**config.mk**
```make
export PLATFORM = sky130hd
export DESIGN_NAME = markup_tag_tokenizer_flat
export DESIGN_NICKNAME = d
export VERILOG_FILES = /design/src/rtl/core/mtt_pkg.sv /design/src/rtl/core/mtt_if.sv /design/src/rtl/core/mtt_step.sv /design/src/rtl/core/markup_tag_tokenizer.sv /design/src/flat_wrapper.sv
export SDC_FILE = /design/constraint.sdc
export NUM_CORES = 1
export LEC_CHECK = 0
export ABC_AREA = 1
export BUFFER_PORTS_ARGS = -buffer_cell sky130_fd_sc_hd__buf_2
export CAP_MARGIN = 20
export CORE_MARGIN = 2
export CORE_UTILIZATION = 65
export DETAILED_ROUTE_END_ITERATION = 7
export HOLD_SLACK_MARGIN = 0.02
export PLACE_DENSITY = 0.85
export SYNTH_ARGS = -nofsm -noshare
export SYNTH_HDL_FRONTEND = slang
export SYNTH_SLANG_ARGS = --single-unit
```
**constraint.sdc**
```tcl
create_clock -name clk -period 6.7 [get_ports clk]
set_clock_uncertainty 0.1 [all_clocks]
set_input_delay 0.67 -clock clk [delete_from_list [all_inputs] [get_ports clk]]
set_output_delay 0.67 -clock clk [all_outputs]
set_load 0.005 [all_outputs]
```
**src/rtl/core/mtt_pkg.sv**
```systemverilog
// Shared types and constants for the markup tag tokenizer.
// Holds the parser state record, the per-byte result record, mode and code names.
// No dependencies; compile first.
`timescale 1ns / 1ps
`default_nettype none

package mtt_pkg;

  // Limits on the saturating counters
  localparam logic [7:0] KEYWORD_MAX = 8'd128;
  localparam logic [8:0] OPTION_MAX  = 9'd256;

  // Known keyword names, lower case, right-justified in 8 bytes
  localparam int NUM_NAMES = 9;
  localparam int NAME_ASX      = 0;
  localparam int NAME_ENTRY    = 1;
  localparam int NAME_REF      = 2;
  localparam int NAME_ENTRYREF = 3;
  localparam int NAME_ASF      = 4;
  localparam int NAME_HTTP     = 5;
  localparam int NAME_MMS      = 6;
  localparam int NAME_MMST     = 7;
  localparam int NAME_MMSU     = 8;

  localparam logic [63:0] NAME_TEXT [NUM_NAMES] = '{
    64'("asx"), 64'("entry"), 64'("ref"), 64'("entryref"), 64'("asf"),
    64'("http"), 64'("mms"), 64'("mmst"), 64'("mmsu")
  };
  localparam logic [3:0] NAME_LEN [NUM_NAMES] = '{
    4'd3, 4'd5, 4'd3, 4'd8, 4'd3, 4'd4, 4'd3, 4'd4, 4'd4
  };

  // Option name looked for on the first option
  localparam logic [31:0] HREF_TEXT = "href";
  localparam logic [2:0]  HREF_LEN  = 3'd4;
  localparam logic [2:0]  HREF_DONE = 3'd7;

  // Character roles
  localparam logic [1:0] KIND_NONE    = 2'd0;
  localparam logic [1:0] KIND_KEYWORD = 2'd1;
  localparam logic [1:0] KIND_OPTION  = 2'd2;
  localparam logic [1:0] KIND_ARG     = 2'd3;

  // Keyword classes
  localparam logic [1:0] CLS_OTHER = 2'd0;
  localparam logic [1:0] CLS_ASX   = 2'd1;
  localparam logic [1:0] CLS_ENTRY = 2'd2;
  localparam logic [1:0] CLS_REF   = 2'd3;

  // File type codes
  localparam logic [1:0] FT_NONE  = 2'd0;
  localparam logic [1:0] FT_INI   = 2'd1;
  localparam logic [1:0] FT_PLAIN = 2'd2;

  typedef enum logic [3:0] {
    MODE_DETECT      = 4'd0,
    MODE_SEEK        = 4'd1,
    MODE_OPEN        = 4'd2,
    MODE_KEYWORD     = 4'd3,
    MODE_SPACE       = 4'd4,
    MODE_OPTNAME     = 4'd5,
    MODE_AFTER_NAME  = 4'd6,
    MODE_VALUE_START = 4'd7,
    MODE_VALUE       = 4'd8,
    MODE_QUOTED      = 4'd9,
    MODE_CLOSE       = 4'd10
  } parse_mode_t;

  typedef struct packed {
    parse_mode_t parse_mode;
    logic        skip_white;
    logic        closing_seen;
    logic [7:0]  keyword_length;
    logic [8:0]  keyword_match_bits;
    logic [8:0]  option_count;
    logic [2:0]  href_progress;
    logic        href_still_matching;
    logic        first_has_argument;
    logic [1:0]  decided_type;
  } state_t;

  typedef struct packed {
    logic [1:0] char_kind;
    logic [7:0] char_value;
    logic [7:0] option_index;
    logic       tag_done;
    logic       closing_tag;
    logic [1:0] keyword_class;
    logic       href_ready;
    logic       syntax_error;
    logic [1:0] file_type;
  } result_t;

  localparam state_t STATE_RESET = '{
    parse_mode:          MODE_DETECT,
    skip_white:          1'b1,
    closing_seen:        1'b0,
    keyword_length:      8'd0,
    keyword_match_bits:  9'h1FF,
    option_count:        9'd0,
    href_progress:       3'd0,
    href_still_matching: 1'b1,
    first_has_argument:  1'b0,
    decided_type:        FT_NONE
  };

endpackage

`default_nettype wire

```
**src/rtl/core/mtt_if.sv**
```systemverilog
// Valid/ready channel interfaces for the markup tag tokenizer.
// mtt_in_if carries one input byte beat, mtt_out_if one result beat.
// No dependencies.
`timescale 1ns / 1ps
`default_nettype none

interface mtt_in_if;
  logic       valid;
  logic       ready;
  logic [7:0] data_byte;
  logic       end_of_input;

  modport source (output valid, data_byte, end_of_input, input ready);
  modport sink   (input valid, data_byte, end_of_input, output ready);
endinterface

interface mtt_out_if;
  logic       valid;
  logic       ready;
  logic [1:0] char_kind;
  logic [7:0] char_value;
  logic [7:0] option_index;
  logic       tag_done;
  logic       closing_tag;
  logic [1:0] keyword_class;
  logic       href_ready;
  logic       syntax_error;
  logic [1:0] file_type;

  modport source (output valid, char_kind, char_value, option_index, tag_done,
                  closing_tag, keyword_class, href_ready, syntax_error, file_type,
                  input ready);
  modport sink   (input valid, char_kind, char_value, option_index, tag_done,
                  closing_tag, keyword_class, href_ready, syntax_error, file_type,
                  output ready);
endinterface

`default_nettype wire

```
**src/rtl/core/mtt_step.sv**
```systemverilog
// Per-byte transition of the tag tokenizer: next parser state and the result beat.
// Purely combinational; the registers live in the top level.
// Depends on mtt_pkg.
`timescale 1ns / 1ps
`default_nettype none

module mtt_step (
  input  mtt_pkg::state_t  state,
  input  logic [7:0]       data_byte,
  input  logic             end_of_input,
  output mtt_pkg::state_t  state_next,
  output mtt_pkg::result_t res
);
  import mtt_pkg::*;

  // Drop keyword names that disagree with the character at the current position
  function automatic logic [8:0] kw_bits_add(input logic [7:0] len, input logic [8:0] bits,
                                             input logic [7:0] low);
    logic [8:0] b;
    logic [2:0] pos;
    b = bits;
    for (int i = 0; i < NUM_NAMES; i++) begin
      pos = 3'(NAME_LEN[i] - 4'd1 - len[3:0]);
      if (len >= {4'd0, NAME_LEN[i]}) begin
        b[i] = 1'b0;
      end else if (NAME_TEXT[i][8*pos +: 8] != low) begin
        b[i] = 1'b0;
      end
    end
    return b;
  endfunction

  function automatic logic kw_is(input state_t s, input int i);
    return s.keyword_match_bits[i] && (s.keyword_length == {4'd0, NAME_LEN[i]});
  endfunction

  logic       is_ws, is_alpha, is_lt, is_gt, is_slash, is_eq, is_quote, is_lbr;
  logic [7:0] low;
  logic       plain_hit;
  state_t     n;
  logic [1:0] kind;
  logic       done, err, kw_add_en;
  logic       run_seek, run_kw, run_opt, run_after, run_val;
  logic [1:0] cls;
  logic       href;

  // Classify the byte; the end mark counts as whitespace and matches nothing else
  always_comb begin
    low      = data_byte | 8'h20;
    is_ws    = end_of_input || data_byte == " " || data_byte == 8'h09 ||
               data_byte == 8'h0D || data_byte == 8'h0A;
    is_alpha = !end_of_input && low >= "a" && low <= "z";
    is_lt    = !end_of_input && data_byte == "<";
    is_gt    = !end_of_input && data_byte == ">";
    is_slash = !end_of_input && data_byte == "/";
    is_eq    = !end_of_input && data_byte == "=";
    is_quote = !end_of_input && data_byte == 8'h22;
    is_lbr   = !end_of_input && data_byte == "[";
    plain_hit = kw_is(state, NAME_ASF) || kw_is(state, NAME_HTTP) ||
                kw_is(state, NAME_MMS) || kw_is(state, NAME_MMST) ||
                kw_is(state, NAME_MMSU);
  end

  // Next state: mode dispatch, with later modes reached by fall-through flags
  always_comb begin
    n         = state;
    kind      = KIND_NONE;
    done      = 1'b0;
    err       = 1'b0;
    kw_add_en = 1'b0;
    run_seek  = 1'b0;
    run_kw    = 1'b0;
    run_opt   = 1'b0;
    run_after = 1'b0;
    run_val   = 1'b0;

    if (state.decided_type == FT_NONE && !(state.skip_white && is_ws)) begin
      case (state.parse_mode)
        MODE_DETECT: begin
          if (is_lt) begin
            run_seek = 1'b1;
          end else if (is_lbr) begin
            n.decided_type = FT_INI;
          end else if (is_alpha) begin
            kw_add_en    = 1'b1;
            kind         = KIND_KEYWORD;
            n.skip_white = 1'b0;
          end else if (plain_hit) begin
            n.decided_type = FT_PLAIN;
          end else begin
            err = 1'b1;
          end
        end
        MODE_SEEK: begin
          run_seek = 1'b1;
        end
        MODE_OPEN: begin
          if (is_slash) begin
            n.closing_seen = 1'b1;
          end else if (!is_alpha) begin
            err = 1'b1;
          end else begin
            n.parse_mode = MODE_KEYWORD;
            n.skip_white = 1'b0;
            run_kw       = 1'b1;
          end
        end
        MODE_KEYWORD: begin
          run_kw = 1'b1;
        end
        MODE_SPACE: begin
          if (is_slash) begin
            n.closing_seen = 1'b1;
            n.parse_mode   = MODE_CLOSE;
            n.skip_white   = 1'b1;
          end else if (is_gt) begin
            done = 1'b1;
          end else if (!is_alpha) begin
            err = 1'b1;
          end else begin
            // Open a new option; close out href tracking of the first one
            if (n.option_count != 9'd0 && n.href_progress != HREF_DONE) begin
              if (n.href_progress != HREF_LEN) n.href_still_matching = 1'b0;
              n.href_progress = HREF_DONE;
            end
            if (n.option_count < OPTION_MAX) n.option_count = n.option_count + 9'd1;
            n.parse_mode = MODE_OPTNAME;
            n.skip_white = 1'b0;
            run_opt      = 1'b1;
          end
        end
        MODE_OPTNAME: begin
          run_opt = 1'b1;
        end
        MODE_AFTER_NAME: begin
          run_after = 1'b1;
        end
        MODE_VALUE_START: begin
          if (is_quote) begin
            n.parse_mode = MODE_QUOTED;
            n.skip_white = 1'b0;
          end else if (is_slash) begin
            err = 1'b1;
          end else begin
            n.parse_mode = MODE_VALUE;
            n.skip_white = 1'b1;
            run_val      = !is_ws;
          end
        end
        MODE_VALUE: begin
          run_val = 1'b1;
        end
        MODE_QUOTED: begin
          if (is_quote) begin
            n.parse_mode = MODE_SPACE;
            n.skip_white = 1'b1;
          end else if (!end_of_input) begin
            kind = KIND_ARG;
          end
        end
        MODE_CLOSE: begin
          if (is_gt) done = 1'b1;
          else       err  = 1'b1;
        end
        default: begin
          run_seek = 1'b1;
        end
      endcase

      // Bracket search: restart the tag record on '<'
      if (run_seek && is_lt) begin
        n.closing_seen        = 1'b0;
        n.keyword_length      = 8'd0;
        n.keyword_match_bits  = 9'h1FF;
        n.option_count        = 9'd0;
        n.href_progress       = 3'd0;
        n.href_still_matching = 1'b1;
        n.first_has_argument  = 1'b0;
        n.parse_mode          = MODE_OPEN;
        n.skip_white          = 1'b1;
      end

      // Keyword characters
      if (run_kw) begin
        if (is_ws) begin
          n.parse_mode = MODE_SPACE;
          n.skip_white = 1'b1;
        end else if (is_alpha) begin
          kw_add_en = 1'b1;
          kind      = KIND_KEYWORD;
        end else if (is_slash) begin
          n.closing_seen = 1'b1;
          n.parse_mode   = MODE_CLOSE;
          n.skip_white   = 1'b1;
        end else if (is_gt) begin
          done = 1'b1;
        end else begin
          err = 1'b1;
        end
      end

      // Option name characters; track "href" on the first option
      if (run_opt) begin
        if (is_alpha) begin
          kind = KIND_OPTION;
          if (n.option_count != 9'd0 && n.href_progress != HREF_DONE) begin
            if (n.href_progress < HREF_LEN &&
                low == HREF_TEXT[8*(2'd3 - n.href_progress[1:0]) +: 8]) begin
              n.href_progress = n.href_progress + 3'd1;
            end else begin
              n.href_still_matching = 1'b0;
            end
          end
        end else begin
          n.parse_mode = MODE_AFTER_NAME;
          n.skip_white = 1'b1;
          run_after    = !is_ws;
        end
      end

      // After an option name
      if (run_after) begin
        if (is_slash) begin
          n.closing_seen = 1'b1;
          n.parse_mode   = MODE_CLOSE;
          n.skip_white   = 1'b1;
        end else if (is_gt) begin
          done = 1'b1;
        end else if (is_eq) begin
          if (n.option_count != 9'd0 && n.href_progress != HREF_DONE) begin
            n.first_has_argument = 1'b1;
          end
          n.parse_mode = MODE_VALUE_START;
          n.skip_white = 1'b1;
        end else begin
          err = 1'b1;
        end
      end

      // Unquoted argument characters
      if (run_val) begin
        if (is_quote || is_eq) begin
          err = 1'b1;
        end else if (is_ws) begin
          n.parse_mode = MODE_SPACE;
          n.skip_white = 1'b1;
        end else if (is_slash) begin
          n.closing_seen = 1'b1;
          n.parse_mode   = MODE_CLOSE;
          n.skip_white   = 1'b1;
        end else if (is_gt) begin
          done = 1'b1;
        end else begin
          kind         = KIND_ARG;
          n.skip_white = 1'b0;
        end
      end

      // Advance the keyword match with saturation of its length
      if (kw_add_en) begin
        n.keyword_match_bits = kw_bits_add(n.keyword_length, n.keyword_match_bits, low);
        if (n.keyword_length < KEYWORD_MAX) n.keyword_length = n.keyword_length + 8'd1;
      end

      // Finished tag or syntax error: back to the bracket search
      if (done || err) begin
        n.parse_mode = MODE_SEEK;
        n.skip_white = 1'b1;
      end
    end
  end

  assign state_next = n;

  // Result beat: classify the finished tag and pass the byte through
  always_comb begin
    cls  = CLS_OTHER;
    href = 1'b0;
    if (done) begin
      if (kw_is(n, NAME_ASX))        cls = CLS_ASX;
      else if (kw_is(n, NAME_ENTRY)) cls = CLS_ENTRY;
      else if (kw_is(n, NAME_REF) || kw_is(n, NAME_ENTRYREF)) cls = CLS_REF;
      href = (cls == CLS_REF) && n.option_count != 9'd0 && n.href_still_matching &&
             (n.href_progress == HREF_LEN || n.href_progress == HREF_DONE) &&
             n.first_has_argument;
    end
    res.char_kind     = kind;
    res.char_value    = (kind != KIND_NONE) ? data_byte : 8'd0;
    res.option_index  = (n.option_count != 9'd0) ? 8'(n.option_count - 9'd1) : 8'd0;
    res.tag_done      = done;
    res.closing_tag   = done && n.closing_seen;
    res.keyword_class = cls;
    res.href_ready    = href;
    res.syntax_error  = err;
    res.file_type     = n.decided_type;
  end

endmodule

`default_nettype wire

```
**src/rtl/core/markup_tag_tokenizer.sv**
```systemverilog
// Markup tag tokenizer top level: input register, parser state, result register.
// Depends on mtt_pkg, mtt_if (mtt_in_if, mtt_out_if) and mtt_step.
//
// Usage:
//   in_ch carries one text byte per beat (data_byte, end_of_input); an
//   end-of-input beat counts as whitespace and its byte is ignored.
//   out_ch returns exactly one result beat per input beat, in order.
//   An accepted byte is loaded into the input register, then passes through
//   the per-byte transition into the result register, from which out_ch
//   takes it; while out_ch stalls, the byte waits in the input register.
//   Throughput is one byte per cycle while out_ch does not stall; the parser
//   state register is the only loop.
//   When out_ch stalls, the result register holds its beat and the input
//   register holds the next byte; in_ch.ready drops only once both are full.
//   Synchronous reset empties both registers and returns the parser to file
//   type detection with whitespace skipping on. Once an INI or plain file is
//   detected, every later result carries only that file type until reset.
`timescale 1ns / 1ps
`default_nettype none

module markup_tag_tokenizer (
  input  wire logic  clk,
  input  wire logic  rst,
  mtt_in_if.sink     in_ch,
  mtt_out_if.source  out_ch
);
  import mtt_pkg::*;

  logic       in_valid;
  logic [7:0] in_data_byte;
  logic       in_end_of_input;
  logic       out_valid;
  result_t    out_q;
  state_t     state;
  state_t     state_next;
  result_t    step_res;
  logic       advance;

  // Move a byte into the result stage when the result register is free
  assign advance     = in_valid && (!out_valid || out_ch.ready);
  assign in_ch.ready = !in_valid || advance;

  mtt_step u_step (
    .state        (state),
    .data_byte    (in_data_byte),
    .end_of_input (in_end_of_input),
    .state_next   (state_next),
    .res          (step_res)
  );

  // Input register
  always_ff @(posedge clk) begin
    if (rst) begin
      in_valid <= 1'b0;
    end else if (in_ch.valid && in_ch.ready) begin
      in_valid <= 1'b1;
    end else if (advance) begin
      in_valid <= 1'b0;
    end
  end

  always_ff @(posedge clk) begin
    if (in_ch.valid && in_ch.ready) begin
      in_data_byte    <= in_ch.data_byte;
      in_end_of_input <= in_ch.end_of_input;
    end
  end

  // Parser state and result valid
  always_ff @(posedge clk) begin
    if (rst) begin
      state     <= STATE_RESET;
      out_valid <= 1'b0;
    end else begin
      if (advance) begin
        state     <= state_next;
        out_valid <= 1'b1;
      end else if (out_ch.ready) begin
        out_valid <= 1'b0;
      end
    end
  end

  // Result payload; hold while stalled
  always_ff @(posedge clk) begin
    if (advance) begin
      out_q <= step_res;
    end
  end

  assign out_ch.valid         = out_valid;
  assign out_ch.char_kind     = out_q.char_kind;
  assign out_ch.char_value    = out_q.char_value;
  assign out_ch.option_index  = out_q.option_index;
  assign out_ch.tag_done      = out_q.tag_done;
  assign out_ch.closing_tag   = out_q.closing_tag;
  assign out_ch.keyword_class = out_q.keyword_class;
  assign out_ch.href_ready    = out_q.href_ready;
  assign out_ch.syntax_error  = out_q.syntax_error;
  assign out_ch.file_type     = out_q.file_type;

  // A detected file type never changes until reset
  a_type_sticky: assert property (@(posedge clk) disable iff (rst)
    state.decided_type != FT_NONE |=> state.decided_type == $past(state.decided_type))
    else $error("file type changed after detection");

  // A finished tag and a syntax error never come from the same byte
  a_done_err: assert property (@(posedge clk) disable iff (rst)
    out_valid |-> !(out_q.tag_done && out_q.syntax_error))
    else $error("tag done together with syntax error");

  // href ready only on a finished Ref-class tag
  a_href: assert property (@(posedge clk) disable iff (rst)
    out_valid && out_q.href_ready |-> out_q.tag_done && out_q.keyword_class == CLS_REF)
    else $error("href ready without a finished Ref tag");

  // The keyword length saturates
  a_kw_len: assert property (@(posedge clk) disable iff (rst)
    state.keyword_length <= KEYWORD_MAX)
    else $error("keyword length beyond saturation");

endmodule

`default_nettype wire

```
**src/flat_wrapper.sv**
```systemverilog
// flat-port wrapper written by rule: the top's interface ports become plain ports
module markup_tag_tokenizer_flat import mtt_pkg::*;
  (clk, rst, in_ch_valid, in_ch_data_byte, in_ch_end_of_input, in_ch_ready, out_ch_valid, out_ch_char_kind, out_ch_char_value, out_ch_option_index, out_ch_tag_done, out_ch_closing_tag, out_ch_keyword_class, out_ch_href_ready, out_ch_syntax_error, out_ch_file_type, out_ch_ready);
  mtt_in_if in_ch_i ();
  mtt_out_if out_ch_i ();
  input  wire logic clk;
  input  wire logic rst;
  input wire logic [$bits(in_ch_i.valid)-1:0] in_ch_valid;
  input wire logic [$bits(in_ch_i.data_byte)-1:0] in_ch_data_byte;
  input wire logic [$bits(in_ch_i.end_of_input)-1:0] in_ch_end_of_input;
  output wire logic [$bits(in_ch_i.ready)-1:0] in_ch_ready;
  output wire logic [$bits(out_ch_i.valid)-1:0] out_ch_valid;
  output wire logic [$bits(out_ch_i.char_kind)-1:0] out_ch_char_kind;
  output wire logic [$bits(out_ch_i.char_value)-1:0] out_ch_char_value;
  output wire logic [$bits(out_ch_i.option_index)-1:0] out_ch_option_index;
  output wire logic [$bits(out_ch_i.tag_done)-1:0] out_ch_tag_done;
  output wire logic [$bits(out_ch_i.closing_tag)-1:0] out_ch_closing_tag;
  output wire logic [$bits(out_ch_i.keyword_class)-1:0] out_ch_keyword_class;
  output wire logic [$bits(out_ch_i.href_ready)-1:0] out_ch_href_ready;
  output wire logic [$bits(out_ch_i.syntax_error)-1:0] out_ch_syntax_error;
  output wire logic [$bits(out_ch_i.file_type)-1:0] out_ch_file_type;
  input wire logic [$bits(out_ch_i.ready)-1:0] out_ch_ready;
  assign in_ch_i.valid = in_ch_valid;
  assign in_ch_i.data_byte = in_ch_data_byte;
  assign in_ch_i.end_of_input = in_ch_end_of_input;
  assign in_ch_ready = in_ch_i.ready;
  assign out_ch_valid = out_ch_i.valid;
  assign out_ch_char_kind = out_ch_i.char_kind;
  assign out_ch_char_value = out_ch_i.char_value;
  assign out_ch_option_index = out_ch_i.option_index;
  assign out_ch_tag_done = out_ch_i.tag_done;
  assign out_ch_closing_tag = out_ch_i.closing_tag;
  assign out_ch_keyword_class = out_ch_i.keyword_class;
  assign out_ch_href_ready = out_ch_i.href_ready;
  assign out_ch_syntax_error = out_ch_i.syntax_error;
  assign out_ch_file_type = out_ch_i.file_type;
  assign out_ch_i.ready = out_ch_ready;
  markup_tag_tokenizer u_core (.clk(clk), .rst(rst), .in_ch(in_ch_i), .out_ch(out_ch_i));
endmodule
```
# Word level (Yosys, flattened, before mapping)
# Cells that the tools add are included.
# word_totals
regBits	76
inputBits	13
output_inout_bits	28
# classes
addsub	9
magnitude_cmp	9
n_eq_ne	41
shift	10
muxes	176
n_reduce_logical	61
# op_table
cell	n
64-bit by 7-bit variable part select with 8-bit output (first input constant)	9
1-bit two-way mux	105
5-bit two-way mux	16
37-bit two-way mux	2
8-bit inequality test	9
13-bit two-way mux	4
8-bit by 6-bit equality test with 1-bit output (second input constant)	6
2-bit two-way mux	22
6-bit two-way mux	7
34-bit two-way mux	1
32-bit by 33-bit variable part select with 8-bit output (first input constant)	1
8-bit by 4-bit equality test with 1-bit output (second input constant)	4
1-bit logical AND	31
9-bit nonzero test	3
4-bit two-way mux	6
17-bit two-way mux	1
4-bit by 3-bit equality test with 1-bit output (second input constant)	4
8-bit by 2-bit equality test with 1-bit output (second input constant)	2
8-bit by 3-bit equality test with 1-bit output (second input constant)	2
8-bit by 3-bit greater-or-equal comparator with 1-bit output (second input constant)	2
4-bit case mux with 4 select lines	1
1-bit logical OR	14
4-bit equality test (second input constant)	3
3-bit inequality test (second input constant)	4
other kinds (32)	47

# Depth between registers and ports, before layout
# depth
depth_word	41
depth_mapped	27
depth_no_buf	27

# By module
# A second synthesis with hierarchy kept.
# hier_totals
hier_cells	1025
hier_area_um2	6640.1
# by_module_without_submodules
module	instances	cells_each	area_per_inst_um2	seq_area_each_um2
mtt_step	1	745	3809.9	0.0
markup_tag_tokenizer	1	280	2830.2	1871.8

# Least setup slack after synthesis
# No wires, ideal clock.
# synth_timing
path_kind	register -> register
from	reg u_core.in_data_byte[6]
to	reg u_core.out_q (netlist bit u_core.out_ch.href_ready) (data pin)
setup_ns	0.257
t_arrival_ns	3.070
required_time_ns	6.343
setup_slack_ns	3.273
stages_incl_launch_ff	23
period_less_slack_ns	3.427
path_cell_list	edfxtp_1 > inv_1 > nand2_1 > nor2_4 > nand3_4 > clkinv_2 > nand2_4 > nand2_1 > inv_1 > ha_1 > inv_1 > ha_1 > inv_1 > nand2_1 > xor2_1 > nor4_1 > nand3_1 > a22oi_1 > nand3_1 > nand2_1 > nor3_2 > nand2_1 > nor2_1
# synth_between
elab_chain_cells	27
# synth_lines
item	line	text
start: declaration	markup_tag_tokenizer.sv:30	logic [7:0] in_data_byte;
start signal: assignment	markup_tag_tokenizer.sv:64	in_data_byte <= in_ch.data_byte;
8-bit by 7-bit greater-or-equal comparator with 1-bit output	mtt_step.sv:52	is_alpha = !end_of_input && low >= "a" && low <= "z";
1-bit logical AND (2 in series)	mtt_step.sv:52	
13-bit two-way mux	mtt_step.sv:118	end else if (!is_alpha) begin
13-bit two-way mux	mtt_step.sv:116	end else if (is_gt) begin
13-bit two-way mux	mtt_step.sv:112	if (is_slash) begin
13-bit two-way mux	mtt_step.sv:78	case (state.parse_mode)
37-bit two-way mux	mtt_step.sv:171	if (run_seek && is_lt) begin
37-bit two-way mux	mtt_step.sv:77	if (state.decided_type == FT_NONE && !(state.skip_white && is_ws)) begin
(+10 left out)	n/a	
1-bit logical AND	mtt_step.sv:230	if (n.option_count != 9'd0 && n.href_progress != HREF_DONE) begin
1-bit two-way mux	mtt_step.sv:230	
1-bit two-way mux	mtt_step.sv:229	end else if (is_eq) begin
1-bit two-way mux	mtt_step.sv:227	end else if (is_gt) begin
1-bit two-way mux	mtt_step.sv:223	if (is_slash) begin
1-bit two-way mux	mtt_step.sv:222	if (run_after) begin
34-bit two-way mux	mtt_step.sv:77	
1-bit logical AND	mtt_step.sv:284	(n.href_progress == HREF_LEN || n.href_progress == HREF_DONE) &&
end signal: assignment	markup_tag_tokenizer.sv:87	out_q <= step_res;
end: declaration	markup_tag_tokenizer.sv:33	result_t out_q;
# Parallel ways exist; a longest one is shown, timed or not. The select of a mux whose other input is x is not followed.
# A chain may end at the register's enable or synchronous reset.

# Worst setup path in the final report
# layout_timing
from	reg u_core.in_data_byte[2]
to	reg u_core.out_q (netlist bit u_core.out_ch.href_ready) (data pin)
# The elaborated chain is that of the path after synthesis.

==> impl_metrics.json <==
{
  "final_util_pct": 70.98,
  "yosys_warnings": 0,
  "synth-seq-area-share_pct": 30.46,
  "cts_tree": "done",
  "cts_setup_buffers": 0,
  "switching_power_mw": 0.3678,
  "crit_required_ns": 6.72,
  "critical_path_class": "register to register",
  "p_sw_share_pct": 33.10,
  "dp_cells": 1013,
  "grt_pass1_wl_mm": 28.30,
  "maxCapViolCount": 0,
  "fill_cells": 795,
  "crit_path_frequent_cell": "nand2_1",
  "power_mw": 1.111,
  "rr_worst_depth": 21,
  "finalCriticalPeriod_ns": 4.383,
  "grt_antenna_before_repair": 0,
  "ir_worst_vdd_mv": 0.1363,
  "power.density_mw_per_mm2": 170.3,
  "comb_power_share_pct": 20.6,
  "cts_root_buf": "clkbuf_8",
  "die_x_um": 101.2,
  "async_reset_ff_share_pct": 0,
  "fin_cells": 1029,
  "worst_r2r_endpoint": "u_core.out_ch.href_ready$_SDFFCE_PN0P_",
  "fmax_mhz": 228.2,
  "seqPwrFrac_pct": 48.0,
  "ys_types": 56,
  "routedWlPerCell_um": 16.88,
  "netlist_area_mm2": 0.006145,
  "worstSetupEndpointType": "register",
  "syn_inst": 884,
  "overflow": 0,
  "cts.sinks": 76,
  "rows": 35,
  "drive_above_1_share_pct": 15.69,
  "hold_ws_ns": 0.3870,
  "max_stage_delay_ns": 0.72,
  "diodes": 0,
  "cp-startpoint": "u_core.in_data_byte[2]$_DFFE_PP_",
  "firstDrtPassIters": 7,
  "slew_headroom_pct": 54.66,
  "grt_use_total_pct": 34.94,
  "crit_end": "u_core.out_ch.href_ready$_SDFFCE_PN0P_",
  "ys_ff_latch": 76,
  "pwr-share-clk_pct": 31.4,
  "status": "finished, final reports clean",
  "multi_input_area_mm2": 0.003642,
  "cts_made_buffers": 9,
  "core_area_mm2": 0.009196,
  "crit-reg2reg-launch": "u_core.in_data_byte[2]$_DFFE_PP_",
  "drc_errors": 0,
  "cp.arrival_ns": 4.40,
  "drtIter0Drc": 474,
  "period_share_pct": 65.42,
  "hold_path_class": "primary input to register",
  "port_buffers": 40,
  "pin_count": 41,
  "cts_buffer_depth": 2,
  "cellLeakagePower_nw": 3.043,
  "grt_max_degree": 37,
  "pre_cts_ws_ns": 2.437,
  "cts_hold_buffers": 0,
  "reg2reg_slack_ns": 2.32,
  "hpwlAfterDp_mm": 12.86,
  "yosysTopAreaCellShare_pct": 17.10,
  "rsz0062_at_grt": "no",
  "finalSetupViolCount": 0,
  "clkTransAtPathRegs_ns": 0.09,
  "slew_violations": 0,
  "nNetsFinal": 947,
  "hold_viol": 0,
  "avgSynthCellArea_um2": 6.951,
  "insertion_delay_ns": 0.36,
  "placed_area_mm2": 0.006340,
  "p_int_mw": 0.7436,
  "routed-via-count": 6220,
  "startpoint_type": "register",
  "cts_resized": 0,
  "syn-num-nets": 918,
  "seqCellArea_mm2": 0.001872,
  "grt_pass1_vias": 5807,
  "finish.instance_area_mm2": 0.006528,
  "die_h_um": 101.2,
  "cp_max_fo": 19,
  "synth_top_cell_by_area": "edfxtp_1",
  "globalplace.congestion": 0.9633,
  "ys.flop_type": "dfxtp_1",
  "worst_slew_pin_slew_ns": 0.6794,
  "synth-edff-count": 35,
  "wl_mm": 17.37,
  "cp_cell_sequence": "nand2_2 -> nor2_2 -> nand3_4 -> clkinv_2 -> nand2_4 -> nand2_1 -> inv_1 -> ha_1 -> inv_1 -> ha_1 -> inv_1 -> nand2_1 -> xor2_1 -> nor4_1 -> nand3_1 -> a22oi_1 -> nand3_1 -> nand2_1 -> nor3_2 -> nand2_1 -> nor2_1",
  "synth_area_leaders": "edfxtp_1 (17%), dfxtp_1 (13%), nand2_1 (13%)",
  "via_per_inst": 6.045,
  "dieArea_mm2": 0.01025,
  "htree_levels": 3,
  "syn2layout_area_growth_pct": 6.231,
  "critical_path.slowest_cell": "edfxtp_1",
  "layout_setup_ws_ns": 2.317,
  "final.setup.tns_ns": 0,
  "ant_nets": 0,
  "initial_core_util_pct": 66.82
}
## critical path: cells and delay by family (launching register included)
kind	cells	cell delay, ns
adder cells (fa/ha/maj)	2	0.50
buffers and inverters	4	0.51
XOR/XNOR	1	0.17
flip-flops	1	0.72
AND/OR/NAND/NOR	13	1.95
AO/OA/AOI/OAI	1	0.21
## flip-flops by register name, summed over array words and instances (netlist names), 2 cells and up
signal,flops
u_core.in_data_byte,8
u_core.out_ch.char_kind,2
u_core.out_ch.char_value,8
u_core.out_ch.file_type,2
u_core.out_ch.keyword_class,2
u_core.out_ch.option_index,8
u_core.state,39
## power by group through the flow
stage	clock (mW)	sequential [mW]	combinational (mW)
global placement	0	0.542	0.216
CTS	0.349	0.532	0.225
floorplan	0	0.534	0.178
detailed placement	0	0.543	0.224
finish	0.349	0.533	0.229
global route	0.369	0.536	0.256
## area by class of cell
class	instances	share of cell area, %
clock inverter	5	0.5367
timing repair buffer	42	3.297
tap	111	2.128
multi-input combinational	660	55.80
inverter	124	7.226
clock buffer	11	2.339
sequential	76	28.68
## Yosys cell counts, drive strengths merged (2+ instances only)
| cell | n |
|---|---|
| nand2 | 234 |
| inv | 122 |
| nor2 | 106 |
| nand3 | 81 |
| o21ai | 62 |
| a21oi | 47 |
| dfxtp | 41 |
| edfxtp | 35 |
| ha | 21 |
| xor2 | 19 |
| nor3 | 16 |
| buf | 12 |
| clkbuf | 12 |
| nand4 | 12 |
| o211ai | 12 |
| nand3b | 6 |
| nor4 | 6 |
| or2 | 6 |
| a211oi | 5 |
| a31oi | 4 |
| a22oi | 3 |
| o2111ai | 3 |
| xnor2 | 3 |
| a2111oi | 2 |
| clkinv | 2 |
| o21a | 2 |
| o21bai | 2 |
## placed cells by master, fill, tap and decap left out, types with 3 or more instances in the layout
master	Yosys	routed
nand3_1	69	69
o21ai_2	10	10
o211ai_1	11	11
nand4_1	11	11
a21oi_1	46	46
a31oi_1	3	3
buf_2	1	40
o21ai_1	4	4
o2111ai_1	3	3
ha_1	21	21
inv_2	14	14
edfxtp_1	35	35
clkinv_2	1	3
xor2_1	19	19
nand3b_1	6	6
nand3_4	4	4
nand2_4	6	6
nor4_1	6	6
nand3_2	8	8
nor3_1	15	15
a22oi_1	3	3
clkbuf_8	0	9
nor2_2	11	11
a211oi_1	5	5
inv_1	106	106
nor2_1	83	83
nand2_1	216	216
xnor2_1	3	3
nor2_4	11	11
o21ai_0	48	48
dfxtp_1	41	41
nand2_2	12	12
## worst min path at each step
stage / from / end / slack (ns) / depth (start not counted)
final: in_ch_data_byte[0] / u_core.in_data_byte[0]$_DFFE_PP_ / 0.39 / 1
after global placement: u_core.state[19]$_SDFFE_PP1P_ / u_core.state[19]$_SDFFE_PP1P_ / 0.36 / 2
after global routing: in_ch_data_byte[1] / u_core.in_data_byte[1]$_DFFE_PP_ / 0.38 / 1
after CTS: in_ch_data_byte[3] / u_core.in_data_byte[3]$_DFFE_PP_ / 0.38 / 1
after detailed placement: u_core.state[22]$_SDFFE_PP1P_ / u_core.state[22]$_SDFFE_PP1P_ / 0.37 / 2
after floorplan: u_core.state[19]$_SDFFE_PP1P_ / u_core.state[19]$_SDFFE_PP1P_ / 0.34 / 2
## per-layer routing
metal	up-vias	wire length [um]	GRT usage, %
met3	61	1344	5.314
met5	-	0	0
li1	2975	-	-
met2	337	8515	59.25
met4	0	703	15.90
met1	2847	6807	43.92
## cell families after synthesis
family / share of synthesized area [%]
simple gates: 36.98
compound gates: 14.89
buf+inv: 10.26
flops: 30.46
xor+xnor: 3.136
fa+ha+maj: 4.276
No activity file was read; power rests on OpenSTA's default activity.
